===== src/srq_pkg.sv =====
`timescale 1ns / 1ps
// ----------------------------------------------------------------------------
// srq_pkg: shared types and constants of the sorted ready queue
// Entry layout, transfer payloads, operation and status codes.
// ----------------------------------------------------------------------------
package srq_pkg;

  localparam int DEPTH        = 16;
  localparam int KEY_WIDTH    = 32;
  localparam int HANDLE_WIDTH = 16;
  localparam int IDX_W        = $clog2(DEPTH);
  localparam int CNT_W        = $clog2(DEPTH + 1);

  // operation codes carried in the mode field
  typedef enum logic [1:0] {
    MODE_APPEND = 2'd0,
    MODE_INSERT = 2'd1,
    MODE_REMOVE = 2'd2,
    MODE_PEEK   = 2'd3
  } mode_e;

  // result status codes
  typedef enum logic [1:0] {
    ST_DONE  = 2'd0,
    ST_EMPTY = 2'd1,
    ST_FULL  = 2'd2
  } status_e;

  // one stored queue entry
  typedef struct packed {
    logic [HANDLE_WIDTH-1:0] handle;
    logic [KEY_WIDTH-1:0]    key;
  } entry_t;

  // input transfer payload
  typedef struct packed {
    logic [1:0]              mode;
    logic [HANDLE_WIDTH-1:0] handle;
    logic [KEY_WIDTH-1:0]    ready_time;
  } in_t;

  // result transfer payload
  typedef struct packed {
    logic [1:0]              status;
    logic [HANDLE_WIDTH-1:0] out_handle;
    logic [KEY_WIDTH-1:0]    out_ready_time;
    logic [CNT_W-1:0]        count;
  } out_t;

endpackage


===== src/sorted_ready_queue.sv =====
`timescale 1ns / 1ps
// ----------------------------------------------------------------------------
// sorted_ready_queue: bounded queue of thread handles ordered by ready time
// Append, sorted insert, remove-first and peek on up to DEPTH entries.
// ----------------------------------------------------------------------------
// Usage:
//   Input channel in_valid_i/in_ready_o carries one operation (mode, handle,
//   ready_time). Output channel out_valid_o/out_ready_i returns one result
//   per operation with status, head entry (remove/peek) and the entry count.
//   A single key comparator and one storage read and write port are walked
//   by a small sequencer, one entry per cycle. Sorted insert scans from the
//   head and ripples the later entries back by one slot; append writes the
//   tail slot directly, remove ripples the tail forward, and peek and
//   refused/empty operations go straight to the result. in_ready_o is high
//   only while the sequencer is idle, so one operation is in flight at a time.
//   A finished result sits in the output register; the next operation is
//   accepted while it waits, and that one holds at its last step until the
//   receiver takes the earlier result.
//   Reset empties the queue at once (count zero); no clearing pass.
// ----------------------------------------------------------------------------
module sorted_ready_queue
  import srq_pkg::*;
(
  input  logic clk_i,
  input  logic rst_ni,
  input  logic in_valid_i,
  output logic in_ready_o,
  input  in_t  in_data_i,
  output logic out_valid_o,
  input  logic out_ready_i,
  output out_t out_data_o
);

  typedef enum logic [1:0] {
    S_IDLE,
    S_WALK,
    S_DONE
  } state_e;

  state_e                  state_q, state_d;
  mode_e                   mode_q, mode_d;
  logic [HANDLE_WIDTH-1:0] hnd_q, hnd_d;
  logic [KEY_WIDTH-1:0]    key_q, key_d;
  logic [IDX_W-1:0]        idx_q, idx_d;
  logic                    found_q, found_d;
  logic [CNT_W-1:0]        count_q, count_d;
  status_e                 res_st_q, res_st_d;
  logic [HANDLE_WIDTH-1:0] res_hnd_q, res_hnd_d;
  logic [KEY_WIDTH-1:0]    res_key_q, res_key_d;
  logic                    out_valid_q, out_valid_d;
  out_t                    out_data_q, out_data_d;

  logic                    we;
  logic [IDX_W-1:0]        waddr;
  entry_t                  wdata;
  logic [IDX_W-1:0]        raddr;
  entry_t                  rdata;
  logic [IDX_W-1:0]        idx_inc;
  mode_e                   in_mode;

  assign idx_inc = idx_q + IDX_W'(1);
  assign in_mode = mode_e'(in_data_i.mode);

  srq_store u_store (
    .clk_i   (clk_i),
    .we_i    (we),
    .waddr_i (waddr),
    .wdata_i (wdata),
    .raddr_i (raddr),
    .rdata_o (rdata)
  );

  // read address: head while idle, next entry for a remove ripple, else the current entry
  always_comb begin
    if (state_q == S_IDLE) begin
      raddr = '0;
    end else if (mode_q == MODE_REMOVE) begin
      raddr = idx_inc;
    end else begin
      raddr = idx_q;
    end
  end

  // sequencer next state
  always_comb begin
    state_d     = state_q;
    mode_d      = mode_q;
    hnd_d       = hnd_q;
    key_d       = key_q;
    idx_d       = idx_q;
    found_d     = found_q;
    count_d     = count_q;
    res_st_d    = res_st_q;
    res_hnd_d   = res_hnd_q;
    res_key_d   = res_key_q;
    out_data_d  = out_data_q;
    out_valid_d = out_valid_q && !out_ready_i;
    we          = 1'b0;
    waddr       = idx_q;
    wdata       = '{handle: hnd_q, key: key_q};

    unique case (state_q)
      S_IDLE: begin
        if (in_valid_i) begin
          mode_d    = in_mode;
          hnd_d     = in_data_i.handle;
          key_d     = in_data_i.ready_time;
          res_st_d  = ST_DONE;
          res_hnd_d = '0;
          res_key_d = '0;
          unique case (in_mode)
            MODE_APPEND, MODE_INSERT: begin
              if (count_q == CNT_W'(DEPTH)) begin
                res_st_d = ST_FULL;
                state_d  = S_DONE;
              end else begin
                // append starts at the tail with the slot already chosen
                idx_d   = (in_mode == MODE_APPEND) ? count_q[IDX_W-1:0] : '0;
                found_d = (in_mode == MODE_APPEND);
                state_d = S_WALK;
              end
            end
            MODE_REMOVE, MODE_PEEK: begin
              if (count_q == '0) begin
                res_st_d = ST_EMPTY;
                state_d  = S_DONE;
              end else begin
                res_hnd_d = rdata.handle;
                res_key_d = rdata.key;
                idx_d     = '0;
                state_d   = (in_mode == MODE_REMOVE) ? S_WALK : S_DONE;
              end
            end
            default: state_d = S_DONE;
          endcase
        end
      end

      S_WALK: begin
        if (mode_q == MODE_REMOVE) begin
          // shift each later entry forward by one slot
          if (CNT_W'(idx_inc) == count_q || idx_inc == '0) begin
            count_d = count_q - CNT_W'(1);
            state_d = S_DONE;
          end else begin
            we    = 1'b1;
            wdata = rdata;
            idx_d = idx_inc;
          end
        end else if (CNT_W'(idx_q) == count_q) begin
          // tail slot takes the carried entry
          we      = 1'b1;
          count_d = count_q + CNT_W'(1);
          state_d = S_DONE;
        end else if (found_q || (rdata.key > key_q)) begin
          // place carried entry, carry the displaced one onward
          we      = 1'b1;
          hnd_d   = rdata.handle;
          key_d   = rdata.key;
          found_d = 1'b1;
          idx_d   = idx_inc;
        end else begin
          idx_d = idx_inc;
        end
      end

      S_DONE: begin
        if (!out_valid_q || out_ready_i) begin
          out_valid_d = 1'b1;
          out_data_d  = '{status:         res_st_q,
                          out_handle:     res_hnd_q,
                          out_ready_time: res_key_q,
                          count:          count_q};
          state_d     = S_IDLE;
        end
      end

      default: state_d = S_IDLE;
    endcase
  end

  // state and registered outputs
  always_ff @(posedge clk_i or negedge rst_ni) begin
    if (!rst_ni) begin
      state_q     <= S_IDLE;
      mode_q      <= MODE_APPEND;
      hnd_q       <= '0;
      key_q       <= '0;
      idx_q       <= '0;
      found_q     <= 1'b0;
      count_q     <= '0;
      res_st_q    <= ST_DONE;
      res_hnd_q   <= '0;
      res_key_q   <= '0;
      out_valid_q <= 1'b0;
      out_data_q  <= '0;
    end else begin
      state_q     <= state_d;
      mode_q      <= mode_d;
      hnd_q       <= hnd_d;
      key_q       <= key_d;
      idx_q       <= idx_d;
      found_q     <= found_d;
      count_q     <= count_d;
      res_st_q    <= res_st_d;
      res_hnd_q   <= res_hnd_d;
      res_key_q   <= res_key_d;
      out_valid_q <= out_valid_d;
      out_data_q  <= out_data_d;
    end
  end

  assign in_ready_o  = (state_q == S_IDLE);
  assign out_valid_o = out_valid_q;
  assign out_data_o  = out_data_q;

  // entry count never exceeds capacity
  a_count_bound: assert property (@(posedge clk_i) disable iff (!rst_ni)
    count_q <= CNT_W'(DEPTH))
    else $error("entry count above capacity");

  // a refused append or insert only happens on a full queue
  a_full_count: assert property (@(posedge clk_i) disable iff (!rst_ni)
    (out_valid_o && out_data_o.status == ST_FULL) |->
      (out_data_o.count == CNT_W'(DEPTH) && out_data_o.out_handle == '0))
    else $error("full status with room left");

  // an empty result carries no entry and a zero count
  a_empty_zero: assert property (@(posedge clk_i) disable iff (!rst_ni)
    (out_valid_o && out_data_o.status == ST_EMPTY) |->
      (out_data_o.count == '0 && out_data_o.out_ready_time == '0))
    else $error("empty status with stored entries");

  // an accepted operation blocks the input until it finishes
  a_busy_after_accept: assert property (@(posedge clk_i) disable iff (!rst_ni)
    (in_valid_i && in_ready_o) |=> !in_ready_o)
    else $error("input ready while an operation is in flight");

endmodule


===== src/srq_store.sv =====
`timescale 1ns / 1ps
// ----------------------------------------------------------------------------
// srq_store: entry storage of the sorted ready queue
// Register file of DEPTH entries, one write and one read port per cycle.
// ----------------------------------------------------------------------------
module srq_store
  import srq_pkg::*;
(
  input  logic             clk_i,
  input  logic             we_i,
  input  logic [IDX_W-1:0] waddr_i,
  input  entry_t           wdata_i,
  input  logic [IDX_W-1:0] raddr_i,
  output entry_t           rdata_o
);

  entry_t mem_q [DEPTH];

  // single write port, contents undefined until written
  always_ff @(posedge clk_i) begin
    if (we_i) begin
      mem_q[waddr_i] <= wdata_i;
    end
  end

  // single read port
  assign rdata_o = mem_q[raddr_i];

endmodule

===== config.mk =====
export PLATFORM = sky130hd
export DESIGN_NAME = sorted_ready_queue
export DESIGN_NICKNAME = d
export VERILOG_FILES = /design/src/srq_pkg.sv /design/src/sorted_ready_queue.sv /design/src/srq_store.sv
export SDC_FILE = /design/constraint.sdc
export NUM_CORES = 1
export LEC_CHECK = 0
export BUFFER_PORTS_ARGS = -buffer_cell sky130_fd_sc_hd__buf_4
export CAP_MARGIN = 20
export CORE_ASPECT_RATIO = 1.1
export CORE_MARGIN = 10
export CORE_UTILIZATION = 62
export CTS_CLUSTER_DIAMETER = 100
export DETAILED_ROUTE_END_ITERATION = 10
export GPL_TIMING_DRIVEN = 0
export PLACE_DENSITY = 0.79
export SYNTH_ARGS = -nofsm -noshare
export SYNTH_HDL_FRONTEND = slang
export SYNTH_SLANG_ARGS = --single-unit
export TNS_END_PERCENT = 20

===== constraint.sdc =====
create_clock -name clk_i -period 7.2 [get_ports clk_i]
set_input_delay 0.72 -clock clk_i [delete_from_list [all_inputs] [get_ports clk_i]]
set_output_delay 0.72 -clock clk_i [all_outputs]
set_load 0.01 [all_outputs]

# After elaboration in Yosys (flattened, before gate mapping)
# Memories as Yosys holds them, arrays and structs flattened.
# Index checks and enable logic that the tools add are counted.
# classes
add_sub_neg,3
n_mux,60
n_lt_le_gt_ge,1
n_eq_ne,23
n_reduce_logical,21
# op_table
op,count
two-way mux 32 bit,6
two-way mux 48 bit,3
two-way mux 16 bit,6
case mux 32 bit (2 select lines),1
two-way mux 4 bit,9
> comparator 32 bit,1
case mux 16 bit (2 select lines),1
two-way mux 2 bit,9
"!= test 3 bit, second input constant",6
two-way mux 1 bit,16
case mux 4 bit (2 select lines),2
two-way mux 5 bit,3
"!= test 2 bit, second input constant",6
== test 4 x 5 -> 1 bit,2
"== test 2 bit, second input constant",4
case mux 2 bit (2 select lines),2
AND reduction 7 bit,1
case mux 2 bit (3 select lines),1
AND reduction 6 bit,1
"adder 5 x 1 -> 5 bit, second input constant",1
"== test 5 bit, second input constant",1
zero test 5 bit,1
AND reduction 5 bit,1
"subtractor 5 x 1 -> 5 bit, second input constant",1
14 further kinds,23
# totals
register_bits,168
ramBits,768
word_cells,124
memories,1
# memory_table
name,words,width,rd,rd_ports_with_merged_regs,wr,line_no,rtl
u_store.mem_q,16,48,1,0,1,srq_store.sv:17,entry_t mem_q [DEPTH];

# Depth between registers and ports, before layout
# Gate-level depths: netlist (run 1).
# An unclocked memory read counts as a cell.
# depth
ltp_word,12
mapped_depth,23
depth_no_buf,18

# Hierarchy
# A second synthesis (run 1) with hierarchy kept.
# hier_totals
hier_cells,1946
area_unflattened_um2,37526.0
# by_module_without_submodules
mod,area_per_inst_um2,cells_per_inst,seq_area_each_um2,n_inst
srq_store,28733.8,1194,23062.1,1
sorted_ready_queue,8792.2,752,4204.0,1

# Worst setup path after synthesis (run 1)
# Ideal clock, no wire load.
# synth_path
path_kind,register to register
from,register idx_q[0]
to,"memory u_store.mem_q[3][0] (netlist bit), enable pin"
path_stages_with_launch,21
synth_period_minus_slack_ps,5590
t_arrival_ps,5125
path_buffers,5
required_time_ps,6735
slack_ps,1610
cell_sequence,dfrtp_1 > buf_2 > inv_1 > ha_1 > clkbuf_1 > mux2_2 > nand2_2 > and3_1 > buf_4 > buf_6 > a32o_1 > nor4_4 > ha_1 > a21oi_1 > nand2_1 > a221o_1 > a211o_1 > o211a_1 > or4b_4 > buf_6 > and4_1
# synth_between
elab_chain_len,12
word_cells_on_any_way,17
classes_between,add/sub: 1; order compare: 1; eq/ne: 2; mux: 9; reduce/logical: 3; memory: 1
# synth_lines
element,line_no,rtl
from (decl),sorted_ready_queue.sv:44,"logic [IDX_W-1:0] idx_q, idx_d;"
from (signal assigned),sorted_ready_queue.sv:202,idx_q <= idx_d;
adder 4 x 1 -> 4 bit,sorted_ready_queue.sv:61,assign idx_inc = idx_q + IDX_W'(1);
two-way mux 4 bit,sorted_ready_queue.sv:77,end else if (mode_q == MODE_REMOVE) begin
two-way mux 4 bit,sorted_ready_queue.sv:75,if (state_q == S_IDLE) begin
memory (16 x 48 bit),n/a,
> comparator 32 bit,sorted_ready_queue.sv:155,end else if (found_q || (rdata.key > key_q)) begin
logical OR 1 bit,sorted_ready_queue.sv:155,
two-way mux 1 bit,sorted_ready_queue.sv:155,
two-way mux 1 bit,sorted_ready_queue.sv:150,end else if (CNT_W'(idx_q) == count_q) begin
two-way mux 1 bit,sorted_ready_queue.sv:140,if (mode_q == MODE_REMOVE) begin
two-way mux 1 bit,sorted_ready_queue.sv:102,unique case (state_q)
two-way mux 1 bit,srq_store.sv:21,if (we_i) begin
two-way mux 1 bit (not written as such),srq_store.sv:22,mem_q[waddr_i] <= wdata_i;
to (decl),srq_store.sv:17,
# Parallel ways exist; a longest one is shown, timed or not.

# Final worst setup path (run 1)
# layout_path
from,register idx_q[0]
to,"memory u_store.mem_q[7][1] (netlist bit), enable pin"
# The elaborated chain is that of the path after synthesis.

==> flow_summary.ini, run 1 <==
[cts]
path_clk_slew_ns = 0.06
cts_tree = done
numCtsBuffers = 90
htree_levels = 3
clockBufferDepth = 3
clk_latency_ns = 0.69
cts_root_buffer = clkbuf_16
cts_sinks = 936

[yosys]
ys_ff_latch = 936
yosysSeqAreaShare_pct = 70.1
synth_warnings = 0
ys_async_sr_fraction_pct = 17.9
synthFlopType = edfxtp_1
syn_avg_cell_area_um2 = 14.4
yosys-top-cells-count = edfxtp_1, nand2_1, mux2i_1
netlist_area_um2 = 38900
synth_cells = 2700
syn_nets = 2791
synth_edf_count = 768
synth.distinct_cells = 75
netlist_top_cells_area = edfxtp_1, dfrtp_1, nand2_1
yosys.area.top_type = edfxtp_1
synth_top_area_share_pct = 59.3
synth_most_common_cell = edfxtp_1

[critical_path]
worstPathCellList = buf_2 -> inv_1 -> ha_1 -> clkbuf_1 -> mux2i_1 -> nor2_1 -> nor3_2 -> clkbuf_1 -> a32o_1 -> nor4_4 -> ha_1 -> nand4_1 -> nor4_4 -> a2111oi_0 -> nand3_1 -> o211a_1 -> or4b_4 -> buf_6 -> and4_4
r2r-start = idx_q[0]
worstSetupPathType = flip-flop to flip-flop
crit_start = idx_q[0]
regToRegSetupSlack_ns = 0.06
critPathTopFamily = simple AND/OR/NAND/NOR gates
cp.depth = 19
crit_fanout = 48
r2r-end = u_store.mem_q[7][1]
rr_worst_depth = 19
end_kind = flip-flop
arrival_ns = 7.42
crit_required_ns = 7.48
crit_path_max_incr_delay_ns = 0.90
cp_slowest_cell = and4_4
cp-start-kind = flip-flop
worstSetupEndpoint = u_store.mem_q[7][1]
worst-path-buf-inv = 5

[global_route]
track_usage_pct = 29.8
gr-total-overflow = 0
grt_pass1_vias = 25800
grt_pass1_wl_mm = 160
antenna_found_initial = 1
grt_max_degree = 104

[place]
pre_cts_slack_ns = -0.678
place_hpwl_mm = 69.0
gp_congestion = 0.890
portBuffers = 109

[sta]
whs_ns = 0.104
timing.final.crit_share_pct = 99.1
skew_ns = 0.0351
fmax_mhz = 140
fin_ws_ns = 0.0649
hold_violations = 0
tightest_slew_ns = 1.23
slew_viol_final = 0
fin_crit_ns = 7.14
rsz0062_at_grt = false
relSlewSlack_pct = 17.7
setup_viol = 0

[cells_and_area]
drive_gt1_share_pct = 18.2
area_delta_synth_final_pct = 14.2
multi_input_area_um2 = 10700
n_antenna_cell = 0
nNetsFinal = 3036
seq_area_um2 = 27300
num-fill-cells = 3845

[power_and_ir_drop]
leakagePower_nw = 16.3
cellPowerDensity_nw_per_um2 = 527
max-vdd-ir-drop_uv = 339
total_power_mw = 23.4

[floorplan]
io_pins = 111
fp-row-count = 96
die_y_um = 283
die_x_um = 259
initial_utilization_pct = 62.4
die_area_um2 = 73200
core_area_um2 = 62300

[drt]
postRouteAntennaNets = 0
wl_met3_mm = 12.3
top_layer = met5
drt_first_pass_iters = 6
dr_wl_met2_mm = 53.1
wl_met1_mm = 38.7
drcViolationCount = 0
vias = 25500
route.final.wire_length_mm = 111
initialDrtViolationCount = 3743
vias_per_cell = 6.63
drt-wirelength-per-cell_um = 28.8

[outcome]
status = completed

[job]
drv_cap = 0

[hold_path]
hp-class = input port to async pin
-- logic make-up after synthesis --
| group | share of synthesized area, % |
|---|---|
| flip-flops | 70.1 |
| AND/OR/NAND/NOR | 10.4 |
| AO/OA/AOI/OAI | 8.15 |
| multiplexers | 7.17 |
| buffers and inverters | 2.64 |
| adder cells (fa/ha/maj) | 1.19 |
| XOR/XNOR | 0.415 |
-- cell usage in the layout (no fill, tap or decap), types with 51 or more instances in the layout --
| cell type | count |
|---|---|
| nor2_1 | 159 |
| clkbuf_1 | 82 |
| o22ai_1 | 51 |
| mux2_2 | 77 |
| buf_2 | 69 |
| o21ai_0 | 52 |
| buf_4 | 149 |
| nand2_1 | 522 |
| dfrtp_1 | 168 |
| mux2i_1 | 190 |
| a32o_1 | 139 |
| edfxtp_1 | 768 |
| o21ai_1 | 51 |
| clkbuf_16 | 90 |
-- worst min path at each step --
stage	startpoint	end
global placement	key_q[8]	key_q[8]
detailed placement	key_q[28]	key_q[28]
global route	rst_ni	out_data_o[31]
floorplan	rst_ni	count_q[0]
finish	rst_ni	out_data_o[31]
CTS	rst_ni	key_q[17]
-- worst register-to-register path, cell delays in order (launching register included) --
cell	delay, ns
dfrtp_1	0.48
buf_2	0.29
inv_1	0.12
ha_1	0.29
clkbuf_1	0.42
mux2i_1	0.26
nor2_1	0.41
nor3_2	0.19
clkbuf_1	0.39
a32o_1	0.38
nor4_4	0.56
ha_1	0.28
nand4_1	0.33
nor4_4	0.60
a2111oi_0	0.12
nand3_1	0.14
o211a_1	0.18
or4b_4	0.19
buf_6	0.16
and4_4	0.90
-- report_power, final --
group	internal (mW)	switching (mW)	total [mW]
clock	2.81	2.09	4.90
sequential	7.86	0.368	8.23
combinational	3.37	6.91	10.3
-- per-layer routing --
layer,GRT usage (%),vias up
met2,48.6,1819
met5,0,-
met4,18.4,2
met1,36.6,12700
li1,-,10700
met3,5.93,389
-- sequential cells by signal, indices dropped and copies added, names as in the netlist, 2 cells and up --
register       cells
res_hnd_q         16
out_data_o        55
idx_q              4
key_q             32
hnd_q             16
mode_q             2
res_st_q           2
state_q            2
count_q            5
u_store.mem_q    768
res_key_q         32
-- repair_timing --
action                                  CTS  global route
hold buffers                              0             0
gates cloned                              0             0
endpoints found under the setup margin  753           550
setup buffers                             0             4
pin swaps                                 0             1
resized for setup                         7             6
-- per-stage QoR --
| step | area [µm²] | instances | util (%) | TNS, ns |
|---|---|---|---|---|
| 3_5_place_dp | 41300 | 3680 | 66.2 | -164.29 |
| 2_1_floorplan | 38900 | 2700 | - | 0 |
| 5_1_grt | 44500 | 3855 | 71.3 | 0 |
| 4_1_cts | 44400 | 3849 | 71.2 | 0 |
| 6_report | 44500 | 3855 | 71.3 | 0 |
| 3_3_place_gp | 40800 | 3642 | 65.4 | -1620.30 |
-- layout make-up --
type / instances / area share (%)
plain buffers: 173 / 1.97
clock buffers: 105 / 5.24
inverters: 43 / 0.363
flip-flops and latches: 936 / 61.3
well taps: 833 / 2.34
clock inverters: 64 / 1.65
multi-input cells: 1548 / 24.1
repair buffers: 153 / 3.02
Power figures use the tool's default switching activity.
==> run 2, diff against run 1 <==
--- a/config.mk
+++ b/config.mk
@@ -9,12 +9,14 @@
 export CAP_MARGIN = 20
 export CORE_ASPECT_RATIO = 1.1
 export CORE_MARGIN = 10
-export CORE_UTILIZATION = 62
+export CORE_UTILIZATION = 64
+export CTS_BUF_LIST = sky130_fd_sc_hd__clkbuf_4 sky130_fd_sc_hd__clkbuf_8
 export CTS_CLUSTER_DIAMETER = 100
 export DETAILED_ROUTE_END_ITERATION = 10
 export GPL_TIMING_DRIVEN = 0
-export PLACE_DENSITY = 0.79
+export PLACE_DENSITY = 0.82
 export SYNTH_ARGS = -nofsm -noshare
 export SYNTH_HDL_FRONTEND = slang
+export SYNTH_HIERARCHICAL = 1
 export SYNTH_SLANG_ARGS = --single-unit
 export TNS_END_PERCENT = 20
==> run 2 against run 1 <==
Effect of this change: wire length fell by 13%; register-to-register slack improved by 0.04 ns; sequential power decreased by 6.2%; critical endpoint is now u_store/mem_q[0][22].
==> flow_summary.ini, run 2 <==
[floorplan]
die_y_um = 274
fp-row-count = 93
initial_utilization_pct = 64.4
core_area_um2 = 58300
die_area_um2 = 68700
die_x_um = 251
io_pins = 111

[cells_and_area]
final_common_cell = edfxtp_1
multi_input_area_um2 = 9710
num-fill-cells = 3037
nNetsFinal = 2348
drive_gt1_share_pct = 32.9
area_delta_synth_final_pct = 15.4
layout_common_cells = edfxtp_1, mux4_2, dfrtp_1
layout.cells.non_filler = 3130
largest_reg_flops = 768
top_register = u_store/mem_q
seq_area_um2 = 27300

[global_route]
grt_pass1_vias = 22200
track_usage_pct = 28.3
grt_pass1_wl_mm = 143
gr-total-overflow = 0
grt_max_degree = 93
antenna_found_initial = 1

[critical_path]
crit_path_max_incr_delay_ns = 0.67
cp_slowest_cell = clkbuf_1
crit_required_ns = 7.69
cp-start-kind = flip-flop
end_kind = flip-flop
crit_fanout = 14
worstSetupPathType = flip-flop to flip-flop
arrival_ns = 7.58
worstPathCellList = ha_1 -> clkbuf_1 -> nand2_1 -> xnor2_1 -> nor2_1 -> nor2b_1 -> clkbuf_1 -> a22oi_1 -> nand2_1 -> ha_1 -> nand4_1 -> nor4_4 -> a21boi_2 -> o41ai_1 -> a32o_1 -> a221oi_4 -> or3b_2 -> nor3_4 -> buf_12 -> buf_16 -> buf_8

[yosys]
synthFlopType = edfxtp_1
yosys-top-cells-count = edfxtp_1, mux4_2, dfrtp_1
yosys.area.top_type = edfxtp_1
synth_edf_count = 768
netlist_area_um2 = 37500
syn_avg_cell_area_um2 = 19.3
ys_ff_latch = 936
synth_warnings = 6
ys_async_sr_fraction_pct = 17.9
synth.distinct_cells = 59
netlist_top_cells_area = edfxtp_1, mux4_2, dfrtp_1
syn_nets = 2037
synth_cells = 1946
yosysSeqAreaShare_pct = 72.7
synth_top_area_share_pct = 61.5
synth_most_common_cell = edfxtp_1

[sta]
skew_ns = 0.0410
tightest_slew_ns = 1.13
finalSetupTns_ns = 0
timing.final.crit_share_pct = 98.6
fmax_mhz = 141
fin_crit_ns = 7.10
rsz0062_at_grt = false
hold_violations = 0
relSlewSlack_pct = 24.7
slew_viol_final = 0
setup_viol = 0

[place]
place_hpwl_mm = 60.8
portBuffers = 108
gp_congestion = 0.859
post-place-cells = 2863

[cts]
numCtsBuffers = 140
htree_levels = 4
clk_latency_ns = 0.81
cts_tree = done
clockBufferDepth = 3
cts_root_buffer = clkbuf_8
path_clk_slew_ns = 0.06
cts_sinks = 936

[power_and_ir_drop]
clkPwrFrac_pct = 22.4
p_sw_share_pct = 34.6
seqPwrFrac_pct = 40.0
pwr-share-comb_pct = 37.6
max-vdd-ir-drop_uv = 247
cellPowerDensity_nw_per_um2 = 445
power.switching_mw = 6.68
leakagePower_nw = 15.4
power.internal_mw = 12.6

[drt]
vias = 21100
postRouteAntennaNets = 0
route.final.wire_length_mm = 96.4
drt_first_pass_iters = 7
initialDrtViolationCount = 2879
drcViolationCount = 0
drt-wirelength-per-cell_um = 30.8
vias_per_cell = 6.75

[hold_path]
hp-class = input port to flip-flop

[outcome]
status = completed

[job]
drv_cap = 0
==> run 2: area by class of cell <==
class,instances,share of cell area (%)
Antenna cell,2,0.0116
Clock buffer,209,5.88
Inverter,40,0.355
Timing Repair Buffer,172,4.17
Sequential cell,936,63.0
Buffer,108,1.38
Tap cell,760,2.20
Multi-Input combinational cell,859,22.4
Clock inverter,44,0.613
==> run 2: what timing repair did <==
| item | CTS | global route |
|---|---|---|
| gates resized for setup | 28 | 14 |
| hold buffers | 1 | 0 |
| setup buffers | 9 | 5 |
| pin swaps | 7 | 4 |
| hold endpoints to repair | 76 | 0 |
| gates cloned | 0 | 0 |
| setup endpoints to repair | 768 | 656 |
==> run 2: cell families (layout without fill, tap and decap cells) <==
| logic type | count (synthesis) | after routing | synth area share, % |
|---|---|---|---|
| AND/OR/NAND/NOR | 213 | 213 | 2.56 |
| other | 0 | 2 | 0 |
| buffers and inverters | 151 | 573 | 1.94 |
| adder cells (fa/ha/maj) | 37 | 37 | 1.25 |
| AO/OA/AOI/OAI | 221 | 221 | 4.41 |
| flip-flops | 936 | 936 | 72.7 |
| multiplexers | 373 | 373 | 16.8 |
| XOR/XNOR | 15 | 15 | 0.350 |
==> run 2: metal layers <==
metal	track usage [%]	vias to the layer above	wire, µm	part of all wire (%)
li1	-	8517	-	-
met1	35.4	10700	32500	34
met2	46.0	1581	48200	50
met3	7.11	319	11000	11
met4	14.0	0	4660	4.8
met5	0	-	0	0
==> run 2: worst max-delay path, delay by kind of cell, from the launching register on <==
kind	cells	cell delay, ns
AO/OA/AOI/OAI	5	1.33
flip-flops	1	0.61
AND/OR/NAND/NOR	8	2.67
adder cells (fa/ha/maj)	2	0.44
buffers and inverters	5	1.49
XOR/XNOR	1	0.18
==> run 2: final timing paths <==
check | endpoint | slack (ns) | cells after the start | from
worst max register to register | u_store/mem_q[0][22] | 0.10 | 21 | idx_q[1]
worst min-delay path | key_q[20] | 0.22 | 3 | in_data_i[20]
min in group asynchronous | res_key_q[8] | 0.50 | 2 | rst_ni
worst max-delay path | u_store/mem_q[0][22] | 0.10 | 21 | idx_q[1]
max in group asynchronous | key_q[23] | 5.74 | 3 | rst_ni
worst min register to register | hnd_q[7] | 0.49 | 1 | hnd_q[7]
==> run 2: through the flow <==
| step | util [%] | hold slack, ns | power [mW] | setup slack, ns | area [µm²] |
|---|---|---|---|---|---|
| 5_1_grt | 74.3 | 0.190 | 20.1 | 0.00929 | 43300 |
| 3_5_place_dp | 69.1 | 0.469 | 14.8 | -1.76 | 40300 |
| 6_report | 74.3 | 0.215 | 19.3 | 0.102 | 43300 |
| 4_1_cts | 74.2 | 0.166 | 19.2 | 0.00123 | 43200 |
| 2_1_floorplan | - | 0.424 | 12.5 | -0.957 | 37500 |
| 3_3_place_gp | 67.4 | 0.462 | 14.4 | -8.20 | 39300 |
==> run 2: power by group through the flow <==
stage          Sequential [mW]  Clock [mW]  Combinational (mW)
2_1_floorplan             7.70           0                4.75
3_3_place_gp              7.76           0                6.59
3_5_place_dp              7.78           0                7.03
4_1_cts                   7.68        4.34                7.12
5_1_grt                   7.77        4.61                7.69
6_report                  7.72        4.31                7.26
